--- config.mk ---
export PLATFORM = sky130hd
export DESIGN_NAME = button_debounce_multi_click
export DESIGN_NICKNAME = d
export VERILOG_FILES = /design/src/rtl/bdmc_pkg.sv /design/src/rtl/button_debounce_multi_click.sv
export SDC_FILE = /design/constraint.sdc
export NUM_CORES = 1
export LEC_CHECK = 0
export BUFFER_PORTS_ARGS = -buffer_cell sky130_fd_sc_hd__buf_2
export CAP_MARGIN = 20
export CORE_MARGIN = 3
export CORE_UTILIZATION = 41
export DETAILED_ROUTE_END_ITERATION = 10
export PLACE_DENSITY = 0.72
export SLEW_MARGIN = 20
export SYNTH_ARGS = -nofsm -noshare
export SYNTH_HDL_FRONTEND = slang
export SYNTH_SLANG_ARGS = --single-unit
--- constraint.sdc ---
create_clock -name clk -period 2.61 [get_ports clk]
set_clock_uncertainty 0.1 [all_clocks]
set_input_delay 0.3915 -clock clk [delete_from_list [all_inputs] [get_ports clk]]
set_output_delay 0.3915 -clock clk [all_outputs]
set_load 0.03 [all_outputs]
--- src/rtl/bdmc_pkg.sv ---
// package: widths, register indexes and reset values of the button click detector
`timescale 1ns / 1ps

package bdmc_pkg;

  localparam int CountW = 8;
  localparam int CfgIdxW = 2;

  typedef logic [CountW-1:0] count_t;
  typedef logic [CfgIdxW-1:0] cfg_idx_t;

  localparam count_t COUNT_MAX = count_t'(255);
  localparam count_t FILTER_TICKS_RESET = count_t'(3);
  localparam count_t CLICK_GAP_TICKS_RESET = count_t'(30);

  localparam cfg_idx_t REG_FILTER_TICKS = cfg_idx_t'(0);
  localparam cfg_idx_t REG_CLICK_GAP_TICKS = cfg_idx_t'(1);

  // saturating increment
  function automatic count_t sat_inc(input count_t v);
    count_t r;
    r = (v < COUNT_MAX) ? v + count_t'(1) : v;
    return r;
  endfunction

endpackage

--- src/rtl/button_debounce_multi_click.sv ---
// top level: button debounce with single and multi click detection
`timescale 1ns / 1ps

// channel   dir  handshake                  contents
// s_axis    in   s_axis_tvalid/tready       one tick: key_level, charging
// m_axis    out  m_axis_tvalid/tready       one result word per tick
// cfg       in   cfg_valid/cfg_ready        register index and 8 bit data
//
// every word passes an input register, then one level of counter logic that
// updates the debounce state and loads the result register; one word per cycle
// is sustained while the result is not stalled
// rst (synchronous) empties both registers and restores state and registers
// a stalled result holds the result register; the input register still fills,
// so one more word is taken before s_axis_tready drops
module button_debounce_multi_click
  import bdmc_pkg::*;
(
  input  logic         clk,
  input  logic         rst,
  input  logic         s_axis_tvalid,
  output logic         s_axis_tready,
  input  logic [7:0]   s_axis_tdata,  // [0] key_level, [1] charging, [7:2] zero
  output logic         m_axis_tvalid,
  input  logic         m_axis_tready,
  output logic [31:0]  m_axis_tdata,  // [0] debounced_pressed, [1] single_click,
                                      // [2] multi_click, [10:3] clicks_reported,
                                      // [18:11] hold_ticks, [26:19] pending_clicks,
                                      // [31:27] zero
  input  logic         cfg_valid,
  output logic         cfg_ready,
  input  cfg_idx_t     cfg_index,
  input  logic [7:0]   cfg_data
);

  // configuration registers
  count_t filter_ticks;
  count_t click_gap_ticks;

  // input register
  logic   in_valid;
  logic   in_key_level;
  logic   in_charging;

  // debounce state
  logic   accepted_level, accepted_level_next;
  logic   candidate_level, candidate_level_next;
  count_t stable_count, stable_count_next;
  count_t hold_count, hold_count_next;
  count_t gap_count, gap_count_next;
  count_t click_count, click_count_next;

  // per-tick event
  logic   single_next;
  logic   multi_next;
  count_t reported_next;

  // result register
  logic        out_valid;
  logic [31:0] out_data;

  logic   advance;
  logic   fire;
  logic   pressed;

  assign advance = !out_valid || m_axis_tready;
  assign fire = in_valid && advance;
  assign s_axis_tready = !in_valid || advance;
  assign cfg_ready = 1'b1;
  assign m_axis_tvalid = out_valid;
  assign m_axis_tdata = out_data;

  // configuration writes; unused indexes are ignored
  always_ff @(posedge clk) begin
    if (rst) begin
      filter_ticks <= FILTER_TICKS_RESET;
      click_gap_ticks <= CLICK_GAP_TICKS_RESET;
    end else if (cfg_valid && cfg_ready) begin
      case (cfg_index)
        REG_FILTER_TICKS:    filter_ticks <= cfg_data;
        REG_CLICK_GAP_TICKS: click_gap_ticks <= cfg_data;
        default: ;
      endcase
    end
  end

  // input register
  always_ff @(posedge clk) begin
    if (rst) begin
      in_valid <= 1'b0;
    end else if (s_axis_tready) begin
      in_valid <= s_axis_tvalid;
    end
  end

  always_ff @(posedge clk) begin
    if (s_axis_tvalid && s_axis_tready) begin
      in_key_level <= s_axis_tdata[0];
      in_charging <= s_axis_tdata[1];
    end
  end

  // pin is active low
  assign pressed = !in_key_level;

  // state update for one tick
  always_comb begin
    accepted_level_next = accepted_level;
    candidate_level_next = candidate_level;
    stable_count_next = stable_count;
    hold_count_next = hold_count;
    gap_count_next = gap_count;
    click_count_next = click_count;
    single_next = 1'b0;
    multi_next = 1'b0;
    reported_next = '0;
    if (in_charging) begin
      // charging wipes everything
      accepted_level_next = 1'b0;
      candidate_level_next = 1'b0;
      stable_count_next = '0;
      hold_count_next = '0;
      gap_count_next = '0;
      click_count_next = '0;
    end else if (pressed != candidate_level) begin
      // level changed, restart the filter
      stable_count_next = '0;
      candidate_level_next = pressed;
    end else if (stable_count < filter_ticks) begin
      stable_count_next = stable_count + count_t'(1);
    end else begin
      if (accepted_level != pressed) begin
        if (!pressed) begin
          // release edge starts the gap
          gap_count_next = '0;
        end else begin
          // press edge counts a click
          hold_count_next = '0;
          click_count_next = sat_inc(click_count);
        end
      end else if (!pressed) begin
        if (click_count != '0) begin
          if (gap_count >= click_gap_ticks) begin
            reported_next = click_count;
            single_next = (click_count == count_t'(1));
            multi_next = (click_count != count_t'(1));
            click_count_next = '0;
          end else begin
            gap_count_next = sat_inc(gap_count);
          end
        end
      end else begin
        hold_count_next = sat_inc(hold_count);
      end
      accepted_level_next = pressed;
    end
  end

  always_ff @(posedge clk) begin
    if (rst) begin
      accepted_level <= 1'b0;
      candidate_level <= 1'b0;
      stable_count <= '0;
      hold_count <= '0;
      gap_count <= '0;
      click_count <= '0;
    end else if (fire) begin
      accepted_level <= accepted_level_next;
      candidate_level <= candidate_level_next;
      stable_count <= stable_count_next;
      hold_count <= hold_count_next;
      gap_count <= gap_count_next;
      click_count <= click_count_next;
    end
  end

  // result register
  always_ff @(posedge clk) begin
    if (rst) begin
      out_valid <= 1'b0;
    end else if (advance) begin
      out_valid <= in_valid;
    end
  end

  always_ff @(posedge clk) begin
    if (fire) begin
      out_data <= {5'b0, click_count_next, hold_count_next, reported_next,
                   multi_next, single_next, accepted_level_next};
    end
  end

endmodule

== Word-level counts from Yosys, hierarchy flattened ==
Cells that the tools add are included.

* Output and inout port bits: 35
* Bits in registers: 81
* Input port bits: 23
* Logic and storage cells: 87

* Reductions and logical operators: 20
* Equality and inequality tests: 8
* Bitwise operators: 3
* Muxes and demuxes: 33
* Magnitude comparators: 5
* Add/subtract/negate cells: 4

{| class="wikitable"
|+ Operator list
! operator !! number
|-
| two-way mux 8 bit || 28
|-
| adder 8 x 1 -> 8 bit, second input constant || 4
|-
| less-than comparator 8 bit, second input constant || 3
|-
| nonzero test 3 bit || 3
|-
| equality test 8 x 1 -> 1 bit, second input constant || 1
|-
| >= comparator 8 bit || 1
|-
| less-than comparator 8 bit || 1
|-
| inequality test 8 x 1 -> 1 bit, second input constant || 1
|-
| AND reduction 2 bit || 4
|-
| nonzero test 8 bit || 1
|-
| AND reduction 7 bit || 1
|-
| OR reduction 7 bit || 1
|-
| two-way mux 1 bit || 5
|-
| inequality test 2 bit, second input constant || 2
|-
| nonzero test 2 bit || 2
|-
| logical NOT 1 bit || 3
|-
| inequality test 3 bit, second input constant || 1
|-
| inverter 1 bit || 3
|-
| equality test 2 x 1 -> 1 bit, second input constant || 1
|-
| logical AND 1 bit || 2
|-
| logical NOT 2 bit || 1
|-
| logical OR 1 bit || 2
|-
| inequality test 1 bit || 2
|}

== Longest topological paths before layout ==
Gate-level depths: netlist of the first run.

* Depth after elaboration: 9
* Depth in mapped cells: 10
* Gate-level depth less buffers: 8

== Worst setup path before layout of the first run ==
OpenSTA, ideal clock, no wires.

* Path kind: reg2reg
* From: register out_valid (netlist: m_axis_tvalid)
* To: register stable_count[4]
* Arrival time: 2.391 ns
* Slack: 0.048 ns
* Data required time: 2.440 ns
* Library setup time: 0.070 ns
* Stages on the path, launching flop included: 7
* Buffers on the path: 0
* Clock period less this slack: 2.562 ns
* Cell sequence: dfxtp_1 > nor2b_1 > nand2b_1 > inv_1 > nand3_1 > or4_1 > a21oi_1

* Cells in the longest elaborated chain, start to end: 4

{| class="wikitable"
|+ Ends and longest elaborated chain
! element !! line !! source
|-
| start, declared || button_debounce_multi_click.sv:58 || <nowiki>logic out_valid;</nowiki>
|-
| start signal, assigned || button_debounce_multi_click.sv:181 || <nowiki>out_valid <= in_valid;</nowiki>
|-
| logical NOT 1 bit || button_debounce_multi_click.sv:65 || <nowiki>assign advance = !out_valid || m_axis_tready;</nowiki>
|-
| logical OR 1 bit || button_debounce_multi_click.sv:65 ||
|-
| logical AND 1 bit || button_debounce_multi_click.sv:66 || <nowiki>assign fire = in_valid && advance;</nowiki>
|-
| named net fire || button_debounce_multi_click.sv:62 || <nowiki>logic fire;</nowiki>
|-
| AND reduction 2 bit (no source line) || n/a ||
|-
| end signal, assigned || button_debounce_multi_click.sv:169 || <nowiki>stable_count <= stable_count_next;</nowiki>
|-
| end, declared || button_debounce_multi_click.sv:47 || <nowiki>count_t stable_count, stable_count_next;</nowiki>
|}

The timed path passes the listed nets, and every way through them passes these cells.
A chain may end at the register's enable or synchronous reset.

== Worst setup path after layout of the first run ==
* From: register stable_count[1]
* To: register out_data[26] (netlist: m_axis_tdata[26]) (data pin)

* Cells in the longest elaborated chain, start to end: 4

{| class="wikitable"
|+ Ends and longest elaborated chain
! element !! line !! source
|-
| less-than comparator 8 bit || button_debounce_multi_click.sv:128 || <nowiki>end else if (stable_count < filter_ticks) begin</nowiki>
|-
| two-way mux 8 bit || button_debounce_multi_click.sv:128 ||
|-
| two-way mux 8 bit || button_debounce_multi_click.sv:124 || <nowiki>end else if (pressed != candidate_level) begin</nowiki>
|-
| two-way mux 8 bit || button_debounce_multi_click.sv:116 || <nowiki>if (in_charging) begin</nowiki>
|-
| named net click_count_next[7] || button_debounce_multi_click.sv:50 || <nowiki>count_t click_count, click_count_next;</nowiki>
|-
| end signal, assigned || button_debounce_multi_click.sv:187 || <nowiki>out_data <= {5'b0, click_count_next, hold_count_next, reported_next,</nowiki>
|-
| end, declared || button_debounce_multi_click.sv:59 || <nowiki>logic [31:0] out_data;</nowiki>
|}

The timed path passes the listed nets, and every way through them passes these cells.

==> results.md, run 1 <==
* Top area cells in the synthesized netlist: sky130_fd_sc_hd__dfxtp_1 23%, sky130_fd_sc_hd__edfxtp_1 19%, sky130_fd_sc_hd__a21oi_1 6.1%, sky130_fd_sc_hd__ha_1 5.8%, sky130_fd_sc_hd__nor2_1 3.6%
* Arrival time at the worst endpoint at 2450 ps
* Synth-to-Final Area Change at 15.45%
* Number of maximum-capacitance violations at 0
* Library cell with the largest summed area after synthesis: sky130_fd_sc_hd__dfxtp_1
* Minimum clock period at approximately 2500 ps
* Port Buffers at between 40 and 50
* Worst hold slack across all endpoints at slightly above 100 ps
* Final worst path period share at 94.27%
* Buffer levels on the longest clock path at 2
* Result of the run: complete, no violations
* Number of search-and-repair iterations in the first detailed-routing pass at 7
* Number of cells after detailed placement at approximately 710
* Final HPWL DP at between 7000 and 8000 µm
* Post-synthesis instance area at about 4600 µm²
* Starting Density at between 40 and 50%
* Peak ir drop on the vdd network at roughly 270 µV
* Net count reported at finish at 627
* Overflow after GRT at 0
* Post-Syn Instances at 530
* TritonCTS clock tree: yes
* Highest achievable clock rate at 406.4 MHz
* Number of buffers inserted during clock tree synthesis at 9
* Number of routed nets with antenna violations at 0
* Number of hold violations in the final report at 0
* H-Tree Depth at 3
* Post-synthesis cell type count at 59
* Clock slew seen by the registers of the worst setup and hold paths at about 80 ps
* Number of antenna violations at the first check in global routing at 0
* #FFs+latches synth at 81
* Post-detailed-route via-to-cell ratio at 5.818
* Core region area at between 10000 and 15000 µm²
* Number of global-route vias before repair at between 3000 and 4000
* Routed wirelength normalized by instance count at ~15 µm
* CTS Root Cell: sky130_fd_sc_hd__clkbuf_8
* Most frequent cell after synthesis: sky130_fd_sc_hd__a21oi_1
* Global placer's final weighted congestion at approximately 0.91
* Met3 Track Usage GR at 3.587%
* Number of filler cells placed in the layout at 1007
* Diode count at 0
* Transition time of the tightest slew-check pin at ~560 ps
* RSZ-0062 raised after global routing: yes
* Synthesized area divided by synthesized cell count at between 8 and 9 µm²
* Number of placed I/O pins at 58
* Clock insertion delay at the later pin of the skew report at roughly 360 ps
* Cts-stage hold buffer count at 0
* Cell area after placement at 4999 µm²
* Largest net degree at the start of global routing at 33
* DRC violations left at 0
* Die height at 111.6 µm
* Worst Setup Slack, final at 149.4 ps
* Proportion of register bits with asynchronous set or reset after synthesis at 0%
* Final standard cell area without fillers at 5274 µm²
* Kind of capture point of the worst setup path: flop
* Total Die Area at about 12000 µm²
* Max Fanout on Critical Path at 11
* Number of clock sinks at ~80
* Synth cell count leaders: 56 x sky130_fd_sc_hd__a21oi_1, 52 x sky130_fd_sc_hd__dfxtp_1, 44 x sky130_fd_sc_hd__nor2_1
* Kind of path behind the tightest hold check: in -> reg
* Max-slew headroom at a little over three fifths
* First-pass GRT wire length at roughly 19000 µm
* Number of violations reported at the end of detailed-routing iteration 0 at between 300 and 400
* Most frequently used flop master after synthesis: sky130_fd_sc_hd__dfxtp_1
* Number of warnings reported in the yosys synthesis log at 0
* Most used routing layer in global routing: met2
* Global-route met2 utilization at approximately 30%
* Pre-CTS WS at approximately 49 ps
* Die X-Extent at ~110 µm
* Crit Path Category: reg -> reg
* GR met1 Demand/Resource at a little under a quarter
* Number of non-filler instances in the completed layout at approximately 720
* Fraction of synthesized cell area taken by the top area cell type at a little under a quarter
* Num rows at 37
* Vias at between 4000 and 5000
* Final Routed Wirelength at about 11000 µm
* Number of synthesized flops with an enable pin at 29
* # setup viols final at 0
* Aggregate global-route resource usage at ~18%
* Share of the core filled with cells at around 50%
* Leakage dissipation at 2.039 nW
* Crit start category: flop
* Req. time, crit path at 2600 ps
* Power per standard cell area at a little over 500 nW/µm²
* Sequential fraction of the synthesis area at 41.85%
* Share of cells above drive strength 1 at between 10% and 20%
* Final Max Tran Viols at 0
-- flip-flops by register name, summed over array words and instances (netlist names) --
signal / cells
m_axis_tdata: 27
click_gap_ticks: 8
in_key_level: 1
accepted_level: 1
candidate_level: 1
hold_count: 8
in_charging: 1
click_count: 8
in_valid: 1
stable_count: 8
filter_ticks: 8
gap_count: 8
m_axis_tvalid: 1
-- routing by layer --
layer  vias to the layer above  share of wire [%]
met1                      2010                 45
li1                       2044                  -
met4                         0                1.5
met2                       145                 48
met3                        13                5.9
met5                         -                  0
-- layout make-up --
type | instances | area [µm²] | area share (%)
well taps | 136 | 170.2 | 3.227
inverters | 28 | 105.1 | 1.993
multi-input cells | 392 | 2417 | 45.84
flip-flops and latches | 81 | 1912 | 36.25
clock buffers | 13 | 181.4 | 3.440
repair buffers | 71 | 420.4 | 7.972
clock inverters | 3 | 67.56 | 1.281
-- layout by cell type (no fill, tap or decap), types with 4 or more instances in the layout --
cell type / Yosys / layout
sky130_fd_sc_hd__nand4_1: 10 / 10
sky130_fd_sc_hd__conb_1: 2 / 6
sky130_fd_sc_hd__inv_1: 27 / 27
sky130_fd_sc_hd__buf_4: 7 / 26
sky130_fd_sc_hd__or2_2: 4 / 4
sky130_fd_sc_hd__or3_1: 10 / 10
sky130_fd_sc_hd__o31ai_1: 10 / 10
sky130_fd_sc_hd__nand3_1: 29 / 29
sky130_fd_sc_hd__nor2_1: 44 / 44
sky130_fd_sc_hd__nand2b_1: 16 / 16
sky130_fd_sc_hd__clkbuf_8: 1 / 9
sky130_fd_sc_hd__mux2i_1: 5 / 5
sky130_fd_sc_hd__and3_1: 13 / 13
sky130_fd_sc_hd__o21ai_0: 30 / 30
sky130_fd_sc_hd__nor3_1: 9 / 8
sky130_fd_sc_hd__buf_2: 6 / 45
sky130_fd_sc_hd__a211o_1: 5 / 5
sky130_fd_sc_hd__a21oi_1: 56 / 56
sky130_fd_sc_hd__dfxtp_1: 52 / 52
sky130_fd_sc_hd__nor2b_1: 5 / 5
sky130_fd_sc_hd__edfxtp_1: 29 / 29
sky130_fd_sc_hd__or4_1: 7 / 7
sky130_fd_sc_hd__a211oi_1: 6 / 6
sky130_fd_sc_hd__and2_1: 7 / 7
sky130_fd_sc_hd__a41oi_1: 6 / 5
sky130_fd_sc_hd__ha_1: 21 / 21
sky130_fd_sc_hd__a31oi_1: 11 / 11
sky130_fd_sc_hd__nand2_1: 39 / 39
-- through the flow --
stage	total power, mW	TNS, ps
after floorplan	1.549	0
after global placement	1.617	0
after detailed placement	1.625	0
after CTS	2.733	0
after global routing	2.810	-5.158
final	2.719	0
-- where the power goes --
part | leakage [nW] | switching, mW | internal (mW)
logic | 1.22 | 0.177 | 0.0755
clock network | 0.120 | 0.465 | 0.656
registers | 0.695 | 0.0120 | 1.33
total | 2.04 | 0.654 | 2.07
-- timing repair --
action / CTS / global route
buffers inserted: 0 / 0
resized for setup: 0 / 7
setup endpoints to repair: 0 / 18
-- path summary, 6_finish.rpt --
kind                            cells past startpoint                    startpoint                            to  slack (ps)
worst max register to register                      7  stable_count[1]$_SDFFE_PP0P_    m_axis_tdata[26]$_DFFE_PP_         150
worst min register to register                      2  stable_count[4]$_SDFFE_PP0P_  stable_count[4]$_SDFFE_PP0P_         410
worst min-delay path                                1               s_axis_tdata[1]         in_charging$_DFFE_PP_         100
worst max-delay path                                7  stable_count[1]$_SDFFE_PP0P_    m_axis_tdata[26]$_DFFE_PP_         150
-- kinds of logic (layout without fill, tap and decap cells) --
kind of cell | Yosys count | in the layout | share of synthesized area (%)
XOR/XNOR | 1 | 1 | 0.1918
AND/OR/NAND/NOR | 202 | 202 | 22.68
multiplexers | 6 | 6 | 1.342
AO/OA/AOI/OAI | 156 | 156 | 21.88
other | 2 | 6 | 0.1644
buffers and inverters | 61 | 115 | 6.135
flip-flops | 81 | 81 | 41.85
adder cells (fa/ha/maj) | 21 | 21 | 5.752
-- worst max-delay path: stages, from the launching register on --
cell and delay [ps]:
sky130_fd_sc_hd__dfxtp_1 430, sky130_fd_sc_hd__ha_1 270, sky130_fd_sc_hd__a2111o_1 410, sky130_fd_sc_hd__a21oi_1 280, sky130_fd_sc_hd__buf_4 250, sky130_fd_sc_hd__nor2_1 70, sky130_fd_sc_hd__o21ai_0 230, sky130_fd_sc_hd__a31oi_1 150
(Power assumes the default switching activity.)
==> run 2, diff against run 1 <==
--- a/config.mk
+++ b/config.mk
@@ -9,6 +9,7 @@
 export CAP_MARGIN = 20
 export CORE_MARGIN = 3
 export CORE_UTILIZATION = 41
+export CTS_BUF_LIST = sky130_fd_sc_hd__clkbuf_4
 export DETAILED_ROUTE_END_ITERATION = 10
 export PLACE_DENSITY = 0.72
 export SLEW_MARGIN = 20
==> results.md, run 2 (same netlist as run 1, synthesis figures left out) <==
* Result of the run: complete, no violations
* Routed wirelength normalized by instance count at 15.27 µm (-0.40%)
* Internal Dissipation at 2.013 mW (-2.5%)
* Post-detailed-route via-to-cell ratio at 5.781 (-0.64%)
* Register-to-register setup slack at 140 ps (about the same)
* Max reg flops at 27 (unchanged)
* Number of non-filler instances in the completed layout at 725 (+0.14%)
* Switching power summed over all nets at 0.6268 mW (-4.2%)
* Power per standard cell area at 503.6 nW/µm² (-2.3%)
* Final Max Tran Viols at 0 (unchanged)
* Final worst path period share at 94.70% (+0.43 points)
* Cell area after placement at 4999 µm² (unchanged)
* TritonCTS clock tree: yes
* Highest achievable clock rate at 404.6 MHz (-0.45%)
* Synth-to-Final Area Change at 14.76%
* # setup viols final at 0 (unchanged)
* Die X-Extent at 111.6 µm (unchanged)
* Final standard cell area without fillers at 5243 µm² (-0.59%)
* Die height at 111.6 µm (unchanged)
* Buffer levels on the longest clock path at 2 (unchanged)
* Kind of capture point of the worst setup path: flop
* Number of search-and-repair iterations in the first detailed-routing pass at 5 (-2)
* H-Tree Depth at 3 (unchanged)
* Share of cells above drive strength 1 at 17.86% (+0.68 points)
* Req. time, crit path at 2880 ps (+280 ps)
* Cts-stage hold buffer count at 0 (unchanged)
* Part of the power in the clock network at 39.4% (-1.8 points)
* Most common cell after layout, fill and taps aside: sky130_fd_sc_hd__a21oi_1
* Number of global-route vias before repair at 3876 (-0.56%)
* Register share of total power at 51.0% (+1.5 points)
* Num rows at 37 (unchanged)
* Transition time of the tightest slew-check pin at 575.0 ps (+14.68 ps)
* Number of filler cells placed in the layout at 1017 (+0.99%)
* Commonest cells after routing, fill and taps aside: 55 x sky130_fd_sc_hd__a21oi_1, 52 x sky130_fd_sc_hd__dfxtp_1, 45 x sky130_fd_sc_hd__buf_2
* Max Fanout on Critical Path at 12 (+1)
* Number of routed nets with antenna violations at 0 (unchanged)
* RSZ-0062 raised after global routing: no
* PnR Total Power at 2.640 mW (-2.9%)
* Number of placed I/O pins at 58 (unchanged)
* Crit start category: flop
* Combinational power share at 9.6% (+0.3 points)
* Largest net degree at the start of global routing at 33 (unchanged)
* Share of total power consumed by net switching at 23.74% (-0.31 points)
* Starting Density at 43.28% (unchanged)
* Vias at 4191 (-0.50%)
* Number of antenna violations at the first check in global routing at 0 (unchanged)
* Crit Path Category: reg -> reg
* Area of the multi-input gates at 2422 µm² (+0.21%)
* Number of maximum-capacitance violations at 0 (unchanged)
* Number of buffers inserted during clock tree synthesis at 9 (unchanged)
* Leakage dissipation at 2.034 nW (-0.27%)
* Share of the core filled with cells at 49.67% (-0.30 points)
* Aggregate global-route resource usage at 17.70% (-0.080 points)
* Final Routed Wirelength at 11070 µm (-0.26%)
* Number of clock sinks at 81 (unchanged)
* Max-slew headroom at 61.67% (-0.98 points)
* Total negative slack for setup checks at 0 ps (unchanged)
* Arrival time at the worst endpoint at 2740 ps (+290 ps)
* Minimum clock period at 2472 ps (+11.10 ps)
* Total Die Area at 12440 µm² (unchanged)
* Number of violations reported at the end of detailed-routing iteration 0 at 293 (-9.6%)
* Net count reported at finish at 627 (unchanged)
* Number of hold violations in the final report at 0 (unchanged)
* Global placer's final weighted congestion at 0.9145 (unchanged)
* CTS Root Cell: sky130_fd_sc_hd__clkbuf_4
* Clock insertion delay at the later pin of the skew report at 420 ps (+60 ps)
* Number of cells after detailed placement at 708 (unchanged)
* Kind of path behind the tightest hold check: in -> reg
* Port Buffers at 45 (unchanged)
* Overflow after GRT at 0 (unchanged)
* Peak ir drop on the vdd network at 258.8 µV (-4.4%)
* Area occupied by registers at 1912 µm² (unchanged)
* Clock slew seen by the registers of the worst setup and hold paths at 130 ps (+50 ps)
* Final HPWL DP at 7994 µm (unchanged)
* First-pass GRT wire length at 18540 µm (-0.15%)
* DRC violations left at 0 (unchanged)
* Core region area at 10560 µm² (unchanged)
## run 2: cell count changes in the layout (fill, tap and decap cells not counted), sizes merged
cell / before / now
bufinv: 2 / 4
diode: 0 / 1
clkbuf: 13 / 11
## run 2: worst paths after layout
kind	from	to	cells past startpoint
worst max-delay path	stable_count[1]$_SDFFE_PP0P_	click_count[2]$_SDFFE_PP0P_	7
worst min-delay path	s_axis_tdata[1]	in_charging$_DFFE_PP_	1
worst max register to register	stable_count[1]$_SDFFE_PP0P_	click_count[2]$_SDFFE_PP0P_	7
worst min register to register	stable_count[4]$_SDFFE_PP0P_	stable_count[4]$_SDFFE_PP0P_	2
## run 2: metrics by stage
step	hold slack (ps)	setup WS (ps)
final	37.66	138.3
after global routing	8.101	15.79
after CTS	13.63	13.47
after detailed placement	394.5	49.49
after global placement	381.5	140.1
after floorplan	363.4	48.13
## run 2: routing by layer
metal / GRT usage (%) / part of all wire (%) / up-vias
met1: 22.96 / 44 / 1962
met2: 29.59 / 48 / 167
li1: - / - / 2043
met5: 0 / 0 / -
met4: 5.596 / 1.8 / 0
met3: 3.804 / 6.8 / 19
## run 2: layout make-up
class | instances | area share (%)
multi-input cells | 392 | 46.21
flip-flops and latches | 81 | 36.47
repair buffers | 71 | 8.019
well taps | 136 | 3.246
clock inverters | 5 | 2.434
inverters | 28 | 2.005
clock buffers | 11 | 1.575
diodes | 1 | 0.04773
## run 2: power by group through the flow
stage / Clock, mW / Combinational (mW) / Sequential [mW]
after CTS: 1.06 / 0.250 / 1.35
after global placement: 0 / 0.243 / 1.37
after floorplan: 0 / 0.140 / 1.41
after global routing: 1.10 / 0.277 / 1.35
after detailed placement: 0 / 0.249 / 1.38
final: 1.04 / 0.254 / 1.35
## run 2: repair_timing
item	CTS	global route
resized for setup	0	9
endpoints found under the setup margin	0	18
buffers inserted	0	0
## run 2: critical path: stages, from the launching register on
cell and delay (ps):
sky130_fd_sc_hd__dfxtp_1 450, sky130_fd_sc_hd__ha_1 270, sky130_fd_sc_hd__a2111o_1 430, sky130_fd_sc_hd__a21o_2 320, sky130_fd_sc_hd__buf_4 180, sky130_fd_sc_hd__a41oi_1 400, sky130_fd_sc_hd__a21oi_1 130, sky130_fd_sc_hd__o21ai_0 140
==> run 3, diff against run 2 <==
--- a/config.mk
+++ b/config.mk
@@ -7,7 +7,7 @@
 export LEC_CHECK = 0
 export BUFFER_PORTS_ARGS = -buffer_cell sky130_fd_sc_hd__buf_2
 export CAP_MARGIN = 20
-export CORE_MARGIN = 3
+export CORE_MARGIN = 2
 export CORE_UTILIZATION = 41
 export CTS_BUF_LIST = sky130_fd_sc_hd__clkbuf_4
 export DETAILED_ROUTE_END_ITERATION = 10
==> results.md, run 3 (same netlist as run 1, synthesis figures left out) <==
* Register-to-register setup slack at 70 ps (-60 ps)
* Crit Path Category: reg -> reg
* CTS Root Cell: sky130_fd_sc_hd__clkbuf_4
* Die X-Extent at 109.6 µm (-1.8%)
* Worst hold slack across all endpoints at 51.77 ps (+14.11 ps)
* Routed wirelength normalized by instance count at 15.08 µm (-1.3%)
* DRC violations left at 0 (unchanged)
* Kind of path behind the tightest hold check: in -> reg
* Vias at 4230 (+0.93%)
* Num rows at 38 (+2.7%)
* Number of violations reported at the end of detailed-routing iteration 0 at 267 (-8.9%)
* Number of antenna violations at the first check in global routing at 0 (unchanged)
* Final Max Tran Viols at 0 (unchanged)
* Number of cells after detailed placement at 709 (+0.14%)
* Hold wc startpoint: s_axis_tvalid
* Area occupied by registers at 1912 µm² (unchanged)
* Final worst path period share at 97.14% (+2.4 points)
* Number of maximum-capacitance violations at 0 (unchanged)
* Final HPWL DP at 8026 µm (+0.40%)
* Number of placed I/O pins at 58 (unchanged)
* Crit start category: flop
* Most common cell after layout, fill and taps aside: sky130_fd_sc_hd__a21oi_1
* First-pass GRT wire length at 18050 µm (-2.6%)
* Starting Density at 42.14% (-1.1 points)
* Number of buffers and inverters on the critical path at 0 (-1)
* Overflow after GRT at 0 (unchanged)
* Transition time of the tightest slew-check pin at 512.8 ps (-62.17 ps)
* Minimum clock period at 2535 ps (+63.77 ps)
* PnR Total Power at 2.544 mW (-3.6%)
* Number of hold violations in the final report at 0 (unchanged)
* Max-slew headroom at 65.81% (+4.1 points)
* Port Buffers at 45 (unchanged)
* Number of buffers inserted during clock tree synthesis at 9 (unchanged)
* Buffer levels on the longest clock path at 2 (unchanged)
* Die height at 109.6 µm (-1.8%)
* Net count reported at finish at 626 (-0.16%)
* Commonest cells after routing, fill and taps aside: 54 x sky130_fd_sc_hd__a21oi_1, 52 x sky130_fd_sc_hd__dfxtp_1, 45 x sky130_fd_sc_hd__buf_2
* Clock insertion delay at the later pin of the skew report at 460 ps (+40 ps)
* Number of clock sinks at 81 (unchanged)
* Global placer's final weighted congestion at 0.9039 (-1.2%)
* Number of routed nets with antenna violations at 0 (unchanged)
* Req. time, crit path at 2900 ps (+20 ps)
* TritonCTS clock tree: yes
* Total negative slack for setup checks at 0 ps (unchanged)
* Area of the multi-input gates at 2425 µm² (+0.10%)
* Leakage dissipation at 2.018 nW (-0.77%)
* Highest achievable clock rate at 394.4 MHz (-2.5%)
* Worst R2R Path Depth at 7 (unchanged)
* Reg-to-Reg Start: gap_count[2]$_SDFFE_PP0P_
* Hold Crit Depth at 3 (+2)
* # setup viols final at 0 (unchanged)
* Cells traversed along the worst timing path: ha_1 > a211o_1 > a31oi_1 > o311a_1 > a21boi_4 > or4_1 > a21oi_1
* Arrival time at the worst endpoint at 2820 ps (+80 ps)
* Peak ir drop on the vdd network at 204.7 µV (-21%)
* Clock slew seen by the registers of the worst setup and hold paths at 120 ps (about the same)
* Slowest stage cell on the critical path: sky130_fd_sc_hd__or4_1
* Pre-CTS WS at 83.78 ps (+34.29 ps)
* Share of cells above drive strength 1 at 17.55% (-0.31 points)
* Max Fanout on Critical Path at 8 (-4)
* Final Routed Wirelength at 10960 µm (-0.98%)
* Delay of the slowest cell on the worst path at 490 ps (+40 ps)
* Cell family with most CP delay: compound AO/OA/AOI/OAI gates
* Number of non-filler instances in the completed layout at 727 (+0.28%)
* Power per standard cell area at 487.6 nW/µm² (-3.2%)
* Total Die Area at 12000 µm² (-3.6%)
* Max reg flops at 27 (unchanged)
* Aggregate global-route resource usage at 19.04% (+1.3 points)
* H-Tree Depth at 3 (unchanged)
* Number of logic stages on the critical path including buffering at 7 (unchanged)
* Diode count at 0 (-1)
* Kind of capture point of the worst setup path: flop
* Worst Setup Slack, final at 74.58 ps (-63.77 ps)
* Largest net degree at the start of global routing at 33 (unchanged)
* Number of search-and-repair iterations in the first detailed-routing pass at 4 (-1)
* Result of the run: complete, no violations
* Min-Delay Endpoint: in_valid$_SDFFE_PP0N_
* Number of filler cells placed in the layout at 1028 (+1.1%)
* Post-detailed-route via-to-cell ratio at 5.818 (+0.65%)
* Core region area at 10840 µm² (+2.7%)
* Worst reg2reg endpoint: gap_count[7]$_SDFFE_PP0P_
* RSZ-0062 raised after global routing: yes
* Synth-to-Final Area Change at 14.22%
* Number of global-route vias before repair at 3896 (+0.52%)
==> run 3: changes by cell type in the layout (fill, tap and decap cells not counted), sizes merged <==
cell         delta
clkbuf          -2
dlygate4sd3     +2
clkinv          +2
buf             -3
bufinv          -1
diode           -1
inv             +2
clkinvlp        -1
==> run 3: how the worst max path moves through the flow <==
stage | start | end
3_3_place_gp | gap_count[0]$_SDFFE_PP0P_ | m_axis_tdata[22]$_DFFE_PP_
2_1_floorplan | m_axis_tvalid$_SDFFE_PP0P_ | stable_count[4]$_SDFFE_PP0P_
3_5_place_dp | gap_count[0]$_SDFFE_PP0P_ | m_axis_tdata[22]$_DFFE_PP_
5_1_grt | click_gap_ticks[2]$_SDFFE_PP1P_ | gap_count[7]$_SDFFE_PP0P_
6_report | gap_count[2]$_SDFFE_PP0P_ | gap_count[7]$_SDFFE_PP0P_
4_1_cts | gap_count[0]$_SDFFE_PP0P_ | m_axis_tdata[22]$_DFFE_PP_
==> run 3: final cells by class <==
type | count | share of cell area, %
clock buffers | 9 | 1.295
flip-flops and latches | 81 | 36.64
clock inverters | 7 | 2.206
multi-input cells | 392 | 46.47
well taps | 140 | 3.357
repair buffers | 70 | 8.010
inverters | 28 | 2.014
==> run 3: power breakdown <==
part           internal [mW]  switching, mW
logic                 0.0776          0.179
clock network          0.485          0.456
registers               1.33         0.0124
==> run 3: worst reg2reg max path: stages (launching register included) <==
cell	delay, ps
sky130_fd_sc_hd__dfxtp_1	420
sky130_fd_sc_hd__ha_1	270
sky130_fd_sc_hd__a211o_1	290
sky130_fd_sc_hd__a31oi_1	240
sky130_fd_sc_hd__o311a_1	390
sky130_fd_sc_hd__a21boi_4	140
sky130_fd_sc_hd__or4_1	490
sky130_fd_sc_hd__a21oi_1	150
==> run 3: layer usage <==
| metal | vias to the layer above | global-route usage, % | part of all wire (%) |
|---|---|---|---|
| li1 | 2057 | - | - |
| met1 | 1990 | 23.38 | 43 |
| met2 | 155 | 31.83 | 48 |
| met3 | 28 | 3.201 | 5.9 |
| met4 | 0 | 10.22 | 3.2 |
| met5 | - | 0 | 0 |
==> run 3: repair_timing <==
action | CTS | global route
hold endpoints to repair | 2 | 0
resized for setup | 0 | 9
buffers inserted | 0 | 0
endpoints found under the setup margin | 0 | 27
hold buffers | 2 | 0
==> run 3: through the flow <==
stage | utilization [%] | instance area (µm²)
floorplan | - | 4583
global placement | 45.95 | 4981
detailed placement | 45.95 | 4981
CTS | 47.82 | 5184
global route | 48.13 | 5218
finish | 48.13 | 5218
